### config.mk
export PLATFORM = sky130hd
export DESIGN_NAME = accel_calibrate_and_magnitude
export DESIGN_NICKNAME = d
export VERILOG_FILES = /design/src/rtl/acm_pkg.sv /design/src/rtl/acm_front.sv /design/src/rtl/acm_fifo.sv /design/src/rtl/acm_back.sv /design/src/rtl/accel_calibrate_and_magnitude.sv
export SDC_FILE = /design/constraint.sdc
export NUM_CORES = 1
export LEC_CHECK = 0
export BUFFER_PORTS_ARGS = -buffer_cell sky130_fd_sc_hd__buf_2
export CAP_MARGIN = 5
export CORE_MARGIN = 3
export CORE_UTILIZATION = 55
export DETAILED_ROUTE_END_ITERATION = 8
export PLACE_DENSITY = 0.82
export SETUP_SLACK_MARGIN = 0.1
export SKIP_LAST_GASP = 1
export SYNTH_ARGS = -nofsm -noshare
export SYNTH_HDL_FRONTEND = slang
export SYNTH_HIERARCHICAL = 1
export SYNTH_SLANG_ARGS = --single-unit
### constraint.sdc
create_clock -name clk_i -period 11.7 [get_ports clk_i]
set_clock_uncertainty 0.05 [all_clocks]
set_input_delay 0.585 -clock clk_i [delete_from_list [all_inputs] [get_ports clk_i]]
set_output_delay 0.585 -clock clk_i [all_outputs]
set_load 0.005 [all_outputs]
### src/rtl/acm_pkg.sv
package acm_pkg;

  localparam int unsigned SampleBitsDefault = 10;
  localparam int unsigned AxisCountDefault  = 3;
  localparam int unsigned MaxAxes           = 3;
  localparam int unsigned OutBits           = 14;
  localparam int unsigned SumBits           = 28;
  localparam int unsigned FifoDepth         = 2;

  localparam logic CmdCalibrate = 1'b0;
  localparam logic CmdMeasure   = 1'b1;

  localparam int signed ClampLimit = 8000;
  localparam int signed OutLow     = -1000;
  localparam int signed OutRange   = 2000;

  typedef struct packed {
    logic                  zero_span;
    logic                  clamped;
  } flags_t;

endpackage

### src/rtl/acm_front.sv
// Front part: holds the calibration, turns a measure item into per-axis
// differences from the stored minimum and spans for the back part.
module acm_front #(
  parameter int unsigned SampleBits = acm_pkg::SampleBitsDefault,
  parameter int unsigned AxisCount  = acm_pkg::AxisCountDefault
) (
  input  logic                  clk_i,
  input  logic                  rst_ni,
  input  logic                  push_i,
  output logic                  full_o,
  input  logic                  command_i,
  input  logic [SampleBits-1:0] x_sample_i,
  input  logic [SampleBits-1:0] y_sample_i,
  input  logic [SampleBits-1:0] z_sample_i,
  // queue write side
  output logic                  wr_valid_o,
  input  logic                  wr_full_i,
  output logic [3*(SampleBits+1)-1:0] wr_diff_o,
  output logic [3*SampleBits-1:0]     wr_span_o
);
  import acm_pkg::*;

  localparam logic [SampleBits-1:0] Mid = SampleBits'(1) << (SampleBits - 1);

  logic [SampleBits-1:0] min_q [MaxAxes];
  logic [SampleBits-1:0] max_q [MaxAxes];
  logic [SampleBits-1:0] raw [MaxAxes];
  logic accept;

  assign raw[0] = x_sample_i;
  assign raw[1] = y_sample_i;
  assign raw[2] = z_sample_i;

  assign full_o     = wr_full_i;
  assign accept     = push_i && !wr_full_i;
  assign wr_valid_o = accept && (command_i == CmdMeasure);

  always_ff @(posedge clk_i or negedge rst_ni) begin
    if (!rst_ni) begin
      for (int i = 0; i < MaxAxes; i++) begin
        min_q[i] <= Mid;
        max_q[i] <= Mid;
      end
    end else if (accept && command_i == CmdCalibrate) begin
      for (int i = 0; i < MaxAxes; i++) begin
        if (i < AxisCount) begin
          if (raw[i] < min_q[i]) min_q[i] <= raw[i];
          if (raw[i] > max_q[i]) max_q[i] <= raw[i];
        end
      end
    end
  end

  // Unused axes keep their reset range, so their span is zero; the back part
  // skips them using AxisCount.
  always_comb begin
    for (int i = 0; i < MaxAxes; i++) begin
      wr_diff_o[i*(SampleBits+1) +: SampleBits+1] =
        {1'b0, raw[i]} - {1'b0, min_q[i]};
      wr_span_o[i*SampleBits +: SampleBits] = max_q[i] - min_q[i];
    end
  end

endmodule

### src/rtl/acm_fifo.sv
module acm_fifo #(
  parameter int unsigned Width = 8,
  parameter int unsigned Depth = acm_pkg::FifoDepth
) (
  input  logic             clk_i,
  input  logic             rst_ni,
  input  logic             push_i,
  output logic             full_o,
  input  logic [Width-1:0] data_i,
  input  logic             pop_i,
  output logic             empty_o,
  output logic [Width-1:0] data_o
);
  localparam int unsigned PtrBits = (Depth > 1) ? $clog2(Depth) : 1;

  logic [Width-1:0]   mem_q [Depth];
  logic [PtrBits-1:0] wptr_q, rptr_q;
  logic [PtrBits:0]   cnt_q;
  logic do_push, do_pop;

  assign full_o  = (cnt_q == (PtrBits+1)'(Depth));
  assign empty_o = (cnt_q == '0);
  assign do_push = push_i && !full_o;
  assign do_pop  = pop_i && !empty_o;
  assign data_o  = mem_q[rptr_q];

  always_ff @(posedge clk_i) begin
    if (do_push) mem_q[wptr_q] <= data_i;
  end

  always_ff @(posedge clk_i or negedge rst_ni) begin
    if (!rst_ni) begin
      wptr_q <= '0;
      rptr_q <= '0;
      cnt_q  <= '0;
    end else begin
      if (do_push) wptr_q <= (wptr_q == PtrBits'(Depth-1)) ? '0 : wptr_q + 1'b1;
      if (do_pop)  rptr_q <= (rptr_q == PtrBits'(Depth-1)) ? '0 : rptr_q + 1'b1;
      if (do_push && !do_pop) cnt_q <= cnt_q + 1'b1;
      else if (do_pop && !do_push) cnt_q <= cnt_q - 1'b1;
    end
  end

endmodule

### src/rtl/acm_back.sv
// Back part: up to three serial restoring divisions, one per used axis with a
// nonzero span, then a bit-pair restoring square root, then one output register.
module acm_back #(
  parameter int unsigned SampleBits = acm_pkg::SampleBitsDefault,
  parameter int unsigned AxisCount  = acm_pkg::AxisCountDefault
) (
  input  logic                        clk_i,
  input  logic                        rst_ni,
  input  logic                        rd_empty_i,
  output logic                        rd_pop_o,
  input  logic [3*(SampleBits+1)-1:0] rd_diff_i,
  input  logic [3*SampleBits-1:0]     rd_span_i,
  output logic                        empty_o,
  input  logic                        pop_i,
  output logic signed [13:0]          x_milli_g_o,
  output logic signed [13:0]          y_milli_g_o,
  output logic signed [13:0]          z_milli_g_o,
  output logic [13:0]                 net_milli_g_o,
  output logic                        clamped_flag_o,
  output logic                        zero_span_flag_o
);
  import acm_pkg::*;

  // numerator = diff * 2000, magnitude up to 2000*2^SampleBits
  localparam int unsigned NumBits = SampleBits + 12;
  localparam int unsigned CntBits = $clog2(NumBits + 1);
  localparam int unsigned RootSteps = SumBits / 2;

  localparam logic [2:0] StIdle = 3'd0;
  localparam logic [2:0] StLoad = 3'd1;
  localparam logic [2:0] StDiv  = 3'd2;
  localparam logic [2:0] StFix  = 3'd3;
  localparam logic [2:0] StSq   = 3'd4;
  localparam logic [2:0] StRoot = 3'd5;
  localparam logic [2:0] StOut  = 3'd6;

  logic [2:0]          state_q;
  logic [1:0]          axis_q;
  logic [CntBits-1:0]  cnt_q;
  logic [NumBits-1:0]  quo_q;
  logic [SampleBits:0] rem_q;
  logic                neg_q;
  logic signed [13:0]  val_q [MaxAxes];
  logic [SumBits-1:0]  sum_q, rad_q;
  logic [SumBits/2+1:0] root_q;
  logic [SumBits/2+1:0] rrem_q;
  logic [4:0]          rcnt_q;
  flags_t              flags_q;
  logic                out_valid_q;

  logic signed [SampleBits+1:0] diff_s;
  logic [SampleBits-1:0]        span;
  logic [SampleBits+1:0]        trial;
  logic signed [NumBits+1:0]    sq_val;
  logic signed [NumBits+1:0]    quo_s;
  logic [13:0]                  mag;
  logic [27:0]                  sq;
  logic [SumBits/2+1:0]         rtrial, rrem_sh;

  always_comb begin
    diff_s = $signed({{1{rd_diff_i[axis_q*(SampleBits+1) + SampleBits]}},
                      rd_diff_i[axis_q*(SampleBits+1) +: SampleBits+1]});
    span   = rd_span_i[axis_q*SampleBits +: SampleBits];
    trial  = {rem_q, quo_q[NumBits-1]} ;
    quo_s  = neg_q ? -$signed({2'b00, quo_q}) : $signed({2'b00, quo_q});
    sq_val = quo_s + (NumBits+2)'(OutLow);
    mag    = val_q[axis_q][13] ? 14'(-val_q[axis_q]) : 14'(val_q[axis_q]);
    sq     = mag * mag;
    rrem_sh = {rrem_q[SumBits/2-1:0], rad_q[SumBits-1 -: 2]};
    rtrial  = {root_q[SumBits/2-1:0], 2'b01};
  end

  assign rd_pop_o = (state_q == StOut) && !out_valid_q;

  always_ff @(posedge clk_i or negedge rst_ni) begin
    if (!rst_ni) begin
      state_q     <= StIdle;
      out_valid_q <= 1'b0;
      axis_q      <= '0;
      cnt_q       <= '0;
      rcnt_q      <= '0;
    end else begin
      if (out_valid_q && pop_i) out_valid_q <= 1'b0;
      unique case (state_q)
        StIdle: begin
          if (!rd_empty_i) begin
            axis_q  <= '0;
            flags_q <= '0;
            state_q <= StLoad;
          end
        end
        StLoad: begin
          neg_q   <= diff_s < 0;
          quo_q   <= NumBits'((diff_s < 0 ? -diff_s : diff_s) * OutRange);
          rem_q   <= '0;
          cnt_q   <= CntBits'(NumBits);
          if (axis_q >= 2'(AxisCount)) begin
            val_q[axis_q] <= '0;
            state_q <= StFix;
          end else if (span == '0) begin
            val_q[axis_q] <= '0;
            flags_q.zero_span <= 1'b1;
            state_q <= StFix;
          end else begin
            state_q <= StDiv;
          end
        end
        StDiv: begin
          if (trial >= {2'b00, span}) begin
            rem_q <= (SampleBits+1)'(trial - {2'b00, span});
            quo_q <= {quo_q[NumBits-2:0], 1'b1};
          end else begin
            rem_q <= trial[SampleBits:0];
            quo_q <= {quo_q[NumBits-2:0], 1'b0};
          end
          cnt_q <= cnt_q - 1'b1;
          if (cnt_q == CntBits'(1)) state_q <= StSq;
        end
        StSq: begin
          if (sq_val > (NumBits+2)'(ClampLimit)) begin
            val_q[axis_q] <= 14'(ClampLimit);
            flags_q.clamped <= 1'b1;
          end else if (sq_val < -(NumBits+2)'(ClampLimit)) begin
            val_q[axis_q] <= -14'(ClampLimit);
            flags_q.clamped <= 1'b1;
          end else begin
            val_q[axis_q] <= 14'(sq_val);
          end
          state_q <= StFix;
        end
        StFix: begin
          if (axis_q == 2'd0) sum_q <= SumBits'(sq);
          else sum_q <= sum_q + SumBits'(sq);
          if (axis_q == 2'(MaxAxes - 1)) begin
            rad_q   <= sum_q + SumBits'(sq);
            root_q  <= '0;
            rrem_q  <= '0;
            rcnt_q  <= 5'(RootSteps);
            state_q <= StRoot;
          end else begin
            axis_q  <= axis_q + 1'b1;
            state_q <= StLoad;
          end
        end
        StRoot: begin
          if (rrem_sh >= rtrial) begin
            rrem_q <= rrem_sh - rtrial;
            root_q <= {root_q[SumBits/2:0], 1'b1};
          end else begin
            rrem_q <= rrem_sh;
            root_q <= {root_q[SumBits/2:0], 1'b0};
          end
          rad_q  <= rad_q << 2;
          rcnt_q <= rcnt_q - 1'b1;
          if (rcnt_q == 5'd1) state_q <= StOut;
        end
        StOut: begin
          if (!out_valid_q) begin
            x_milli_g_o      <= val_q[0];
            y_milli_g_o      <= val_q[1];
            z_milli_g_o      <= val_q[2];
            net_milli_g_o    <= root_q[13:0];
            clamped_flag_o   <= flags_q.clamped;
            zero_span_flag_o <= flags_q.zero_span;
            out_valid_q      <= 1'b1;
            state_q          <= StIdle;
          end
        end
        default: state_q <= StIdle;
      endcase
    end
  end

  assign empty_o = !out_valid_q;

endmodule

### src/rtl/accel_calibrate_and_magnitude.sv
// Three-axis accelerometer min/max calibration and milli-g conversion. A
// calibrate item widens the stored per-axis range in the front part; a
// measure item is queued and then worked through in the back part by one
// shared serial restoring divider that handles the axes in turn and a
// two-bits-per-cycle square-root unit. A queue of two measure items
// separates the calibration logic from the arithmetic, and one result
// register holds a finished result until it is popped.
module accel_calibrate_and_magnitude #(
  parameter int unsigned SAMPLE_BITS = acm_pkg::SampleBitsDefault,
  parameter int unsigned AXIS_COUNT  = acm_pkg::AxisCountDefault
) (
  input  logic                   clk_i,
  input  logic                   rst_ni,
  input  logic                   push,
  output logic                   full,
  input  logic                   command_i,
  input  logic [SAMPLE_BITS-1:0] x_sample_i,
  input  logic [SAMPLE_BITS-1:0] y_sample_i,
  input  logic [SAMPLE_BITS-1:0] z_sample_i,
  output logic                   empty,
  input  logic                   pop,
  output logic signed [13:0]     x_milli_g_o,
  output logic signed [13:0]     y_milli_g_o,
  output logic signed [13:0]     z_milli_g_o,
  output logic [13:0]            net_milli_g_o,
  output logic                   clamped_flag_o,
  output logic                   zero_span_flag_o
);
  import acm_pkg::*;

  localparam int unsigned DiffW = 3 * (SAMPLE_BITS + 1);
  localparam int unsigned SpanW = 3 * SAMPLE_BITS;

  logic             wr_valid, q_full, q_empty, q_pop;
  logic [DiffW-1:0] wr_diff, rd_diff;
  logic [SpanW-1:0] wr_span, rd_span;

  acm_front #(.SampleBits(SAMPLE_BITS), .AxisCount(AXIS_COUNT)) u_front (
    .clk_i, .rst_ni,
    .push_i(push), .full_o(full), .command_i,
    .x_sample_i, .y_sample_i, .z_sample_i,
    .wr_valid_o(wr_valid), .wr_full_i(q_full),
    .wr_diff_o(wr_diff), .wr_span_o(wr_span)
  );

  acm_fifo #(.Width(DiffW + SpanW)) u_fifo (
    .clk_i, .rst_ni,
    .push_i(wr_valid), .full_o(q_full), .data_i({wr_diff, wr_span}),
    .pop_i(q_pop), .empty_o(q_empty), .data_o({rd_diff, rd_span})
  );

  acm_back #(.SampleBits(SAMPLE_BITS), .AxisCount(AXIS_COUNT)) u_back (
    .clk_i, .rst_ni,
    .rd_empty_i(q_empty), .rd_pop_o(q_pop),
    .rd_diff_i(rd_diff), .rd_span_i(rd_span),
    .empty_o(empty), .pop_i(pop),
    .x_milli_g_o, .y_milli_g_o, .z_milli_g_o, .net_milli_g_o,
    .clamped_flag_o, .zero_span_flag_o
  );

`ifndef SYNTH
  a_no_pop_empty_queue: assert property (@(posedge clk_i) disable iff (!rst_ni)
    q_pop |-> !q_empty) else $error("queue read while empty");
  a_result_in_range: assert property (@(posedge clk_i) disable iff (!rst_ni)
    !empty |-> (net_milli_g_o <= 14'd13856)) else $error("magnitude out of range");
  a_result_holds: assert property (@(posedge clk_i) disable iff (!rst_ni)
    (!empty && !pop) |=> (!empty && $stable(net_milli_g_o)))
    else $error("result changed before transfer");
`endif

endmodule
## Word level (Yosys, flattened, before mapping)

Memories as Yosys holds them, arrays and structs flattened. A register that Yosys moved wholly into a read port is not among the register bits.
Index checks and enable logic that the tools add are counted.

- Flip-flop bits (word level): 216
- Bits in latches: 0
- Memory bits (writable): 168
- Bits in read-only memories: 0
- Input port bits: 35
- Output and inout port bits: 60
- Word-level logic and storage cells: 206
- Memories kept: 2

- Add/subtract/negate cells: 21
- Multipliers: 4
- Divide/modulo/power cells: 0
- Order comparisons: 13
- Equal/unequal tests: 19
- Shift-type cells: 2
- Muxes and demuxes: 68
- Bitwise operators: 6
- Reduce and logical (&&, ||, !) cells: 45

Memories:

| memory | depth | bits a word | rd ports | clocked after Yosys merged registers in | wr ports | RTL line | source |
|---|---|---|---|---|---|---|---|
| u_fifo.mem_q | 2 | 63 | 1 | 0 | 1 | acm_fifo.sv:16 | `logic [Width-1:0] mem_q [Depth];` |
| u_back.val_q | 3 | 14 | 4 | 3 | 1 | acm_back.sv:43 | `logic signed [13:0] val_q [MaxAxes];` |

Operators by type and width:

| kind | number |
|---|---|
| 14-bit 2-to-1 mux | 7 |
| 28-bit 2-to-1 mux | 2 |
| 14-bit one-hot mux with 2 select lines | 2 |
| 28-bit one-hot mux with 2 select lines | 1 |
| 22-bit one-hot mux with 2 select lines | 1 |
| 1-bit 2-to-1 mux | 34 |
| 33-bit by 7-bit variable part select with 11-bit output | 1 |
| 10-bit by 10-bit subtractor with 11-bit output | 3 |
| 32-bit by 7-bit less-than comparator with 1-bit output (second input constant) | 1 |
| 32-bit by 8-bit multiplier with 18-bit output (second input constant) | 1 |
| 32-bit 2-to-1 mux | 1 |
| 12-bit negator with 32-bit output | 1 |
| 10-bit > comparator | 3 |
| 10-bit less-than comparator | 3 |
| 30-bit by 7-bit variable part select with 10-bit output | 1 |
| 10-bit subtractor | 3 |
| 28-bit adder | 1 |
| 14-bit by 14-bit multiplier with 28-bit output | 1 |
| 24-bit by 11-bit adder with 24-bit output (second input constant) | 1 |
| 24-bit by 14-bit > comparator with 1-bit output (second input constant) | 1 |
| 24-bit by 14-bit less-than comparator with 1-bit output (second input constant) | 1 |
| 24-bit 2-to-1 mux | 1 |
| 22-bit negator with 24-bit output | 1 |
| 11-bit one-hot mux with 2 select lines | 1 |
| 43 further kinds | 105 |

## Logic depth before layout (Yosys ltp)

- Depth after elaboration: 12
- Gate-level depth with buffers: 44
- Gate-level depth less buffers: 41

## Cells and area by module

Netlist, hierarchy kept.

Modules (own cells, without submodules):

| module | times used | cells each | area an instance (µm²) | seq. area each (µm²) |
|---|---|---|---|---|
| acm_back | 1 | 2260 | 22537.9 | 7427.1 |
| acm_front | 1 | 593 | 5614.1 | 1508.9 |
| acm_fifo | 1 | 215 | 5042.3 | 3883.7 |

## Worst setup path before layout

OpenSTA, ideal clock, no wires.

- Kind: register -> register
- Start point: register u_back.axis_q[1]
- End point: register u_back.rad_q[27], data pin
- Library setup time: 0.264 ns
- Arrival: 9.778 ns
- Required time: 11.386 ns
- Path slack: 1.608 ns
- Cell stages (with the launch flop): 40
- Buffers on the path: 2
- Clock period less this slack: 10.092 ns
- Path through: dfrtp_1 > clkbuf_1 > mux2_2 > o21ai_1 > clkbuf_1 > ha_1 > inv_1 > or3_1 > nor2_1 > nor2_1 > xnor2_1 > clkinv_1 > nand2_1 > inv_1 > fa_1 > inv_1 > fa_1 > inv_1 > (+4 left out) > fa_1 > inv_1 > ha_1 > and4_1 > a311o_1 > a21oi_1 > xnor2_1 > ha_1 > a2111o_1 > o21ai_0 > a211o_1 > a2111oi_0 > o31ai_1 > a21o_1 > a211oi_1 > xor2_1 > xnor2_1 > o21ai_1

- Longest elaborated chain between the ends: 7

Ends and longest elaborated chain:

| element | RTL line | source |
|---|---|---|
| start, declared | acm_back.sv:38 | `logic [1:0] axis_q;` |
| start signal, assigned | acm_back.sv:141 | `axis_q <= axis_q + 1'b1;` |
| memory read 3 x 14 bit (*) | n/a |  |
| 14-bit negator | acm_back.sv:67 | `mag = val_q[axis_q][13] ? 14'(-val_q[axis_q]) : 14'(val_q[axis_q]);` |
| 14-bit 2-to-1 mux (*) | acm_back.sv:67 |  |
| 14-bit by 14-bit multiplier with 28-bit output (*) | acm_back.sv:68 | `sq = mag * mag;` |
| 28-bit adder (*) | acm_back.sv:135 | `rad_q <= sum_q + SumBits'(sq);` |
| 28-bit 2-to-1 mux (*) | acm_back.sv:134 | `if (axis_q == 2'(MaxAxes - 1)) begin` |
| 28-bit one-hot mux with 2 select lines (*) | acm_back.sv:84 | `unique case (state_q)` |
| end signal, assigned | acm_back.sv:135 |  |
| end signal, assigned | acm_back.sv:153 | `rad_q <= rad_q << 2;` |
| end, declared | acm_back.sv:44 | `logic [SumBits-1:0] sum_q, rad_q;` |

Every way passes the cells marked *; elsewhere a longest branch is shown, timed or not. The select of a mux whose other input is x is not followed.
A chain may end at the register's enable or synchronous reset.

## Worst setup path after layout

- Start point: register u_back.axis_q[0]
- End point: register u_back.rad_q[27], data pin

Same word-level chain as after synthesis.

==> results.yml <==
yosys:
  async_flop_share: 0.182
  synth_area_um2: 33200
  synth_cells: 3068
  synth-edff-count: 360
  ys_ff_latch: 440
  ys_seq_area_frac: 0.386
  synth_common_cells: "inv_1 (392), edfxtp_1 (360), ha_1 (292), nor2_1 (234), nand2_1 (216)"
  avgSynthCellArea_um2: 10.8
  synth_area_leader_cell: "edfxtp_1"
  synth_area_leaders: "edfxtp_1 (33%), ha_1 (11%), fa_1 (10%), dfrtp_1 (5.6%), inv_1 (4.4%)"
  synth.most_common_cell: "inv_1"
  ys.warnings.count: 6
  synth_top_area_frac: 0.326
  yosys_most_used_dff: "edfxtp_1"
  yosysUniqueCellTypes: 95
drt:
  vias: 23100
  routed_via_density: 5.80
  drt-initial-drc-count: 1542
  wl_per_cell_um: 18.7
  wl_mm: 74.5
  antenna_left: 0
  post-route-drc-count: 0
  first_pass_iters: 6
critical_path:
  critPathTopFamily: "adder cells"
  crit_type: "reg -> reg"
  crit_fanout: 11
  critPathSlowestCell: "xor2_1"
  rrSetupSlack_ns: 0.57
  endpoint_kind: "register"
  cp_data_required_time_ns: 11.98
  path_buf_inv: 9
  start_kind: "register"
  cpPeakStageDelay_ns: 0.56
  arrival_ns: 11.41
die:
  core_um2: 59400
  die_area_um2: 63300
  rows: 89
  io_pins: 95
  die_h_um: 252
  initial_core_util: 0.559
  die_x_um: 252
clock_tree:
  cts_setup_buffers: 0
  htree_levels: 2
  insertion_delay_ns: 0.60
  clockBufferDepth: 3
  numCtsBuffers: 48
  cts_tree: "done"
  cts_root_buf: "clkbuf_16"
  cts_sinks: 440
  clk_pin_slew_ns: 0.06
sta:
  post-route-period-util: 0.951
  tns_ns: 0
  setup_viol: 0
  period_minus_slack_ns: 11.13
  slew_headroom: 0.336
  hold_viol_final: 0
  drv_slew: 0
  fin_hold_ws_ns: 0.146
  tightest_slew_ns: 0.980
  fmax_mhz: 89.9
global_routing:
  grt_max_degree: 64
  grt_pass1_wl_mm: 121
  grt_pass1_vias: 23500
  grt_usage: 0.237
  grt-ovfl-total: 0
  antenna_found_initial: 2
placed_design:
  hpwlAfterDp_mm: 56.5
  port_buffers: 94
  gp_congestion: 0.910
cells_and_area:
  final_layout_size_suffix_gt1_frac: 0.126
  finalCoreUtilization: 0.610
  area_delta_synth_final_pct: 9.13
  fin_nets: 3669
run:
  maxCapViolations: 0
run_status:
  status: "finished clean"
worst_hold_path:
  hp-class: "in -> reg"
[sequential cells by signal, indices dropped and copies added (netlist names), 11 cells and up]
signal / count
u_front/max_q: 30
u_back/y_milli_g_o: 14
u_back/net_milli_g_o: 14
u_back/x_milli_g_o: 14
u_back/rad_q: 28
u_back/quo_q: 22
u_back/z_milli_g_o: 14
u_back/sum_q: 28
u_fifo/mem_q: 126
u_back/rrem_q: 14
u_back/rem_q: 11
u_back/val_q: 56
u_front/min_q: 30
u_back/root_q: 14
[layout make-up]
class                           instances  area (µm²)
Clock inverter                         24         359
Timing Repair Buffer                  122         689
Tap cell                              773         967
Sequential cell                       440       12800
Antenna cell                            1        2.50
Multi-Input combinational cell       2159       18500
Inverter                              401        1510
Fill cell                            4713       23100
Clock buffer                           63        1360
[layout by cell type (no fill, tap or decap), types with 23 or more instances in the layout]
master	instances
ha_1	292
nor2_1	233
a21oi_1	145
nor2b_1	24
mux2_2	76
nand2_1	216
inv_1	392
dfrtp_1	71
fa_1	170
buf_4	27
o31ai_1	29
xnor2_1	116
buf_2	93
a21o_1	62
mux2i_1	39
mux2_4	59
nor3_1	41
conb_1	23
xor2_1	62
edfxtp_1	360
o21ai_0	124
clkbuf_16	51
nand3_1	36
nand4_1	32
[metrics by stage]
step / instances / setup WS, ns / cell area, µm²
6_report: 3983 / 0.575 / 36200
5_1_grt: 3982 / -0.00635 / 36200
4_1_cts: 3982 / 0.506 / 36200
3_5_place_dp: 3894 / 0.602 / 34500
3_3_place_gp: 3894 / 0.953 / 34500
2_1_floorplan: 3089 / 1.61 / 33300
[routing by layer]
metal	up-vias	track usage	wire length [µm]	part of all wire
li1	11000	-	-	-
met1	11300	0.288	29700	0.40
met2	694	0.421	38000	0.51
met3	175	0.0331	3560	0.048
met4	0	0.104	3210	0.043
met5	-	0	0	0
[path summary, 6_finish.rpt]
check | from | cells after the start | endpoint
worst min-delay path | pop | 2 | u_back/out_valid_q
worst max register to register | u_back/axis_q[0] | 37 | u_back/rad_q[27]
worst min register to register | u_back/flags_q[1] | 0 | u_back/zero_span_flag_o
worst max-delay path | u_back/axis_q[0] | 37 | u_back/rad_q[27]
min in group asynchronous | rst_ni | 2 | u_front/max_q[8]
max in group asynchronous | rst_ni | 3 | u_fifo/rptr_q
[logic make-up (layout without fill, tap and decap cells)]
logic type / after synthesis / after routing / share of synthesized area
AO/OA/AOI/OAI: 582 / 582 / 0.116
XOR/XNOR: 184 / 184 / 0.0494
adder cells (fa/ha/maj): 462 / 462 / 0.213
buffers and inverters: 490 / 610 / 0.0598
flip-flops: 440 / 440 / 0.386
multiplexers: 189 / 189 / 0.0744
other: 2 / 24 / 0.000226
AND/OR/NAND/NOR: 719 / 719 / 0.101
[repair_timing]
action | CTS | global route
setup endpoints to repair | 0 | 2
gates resized for setup | 0 | 8
endpoints found under the hold margin | 33 | 0
hold buffers | 1 | 0
Power is left out: the tool's default activity adds up to more than one toggle a clock period on the data nets, which glitch-free logic cannot reach.
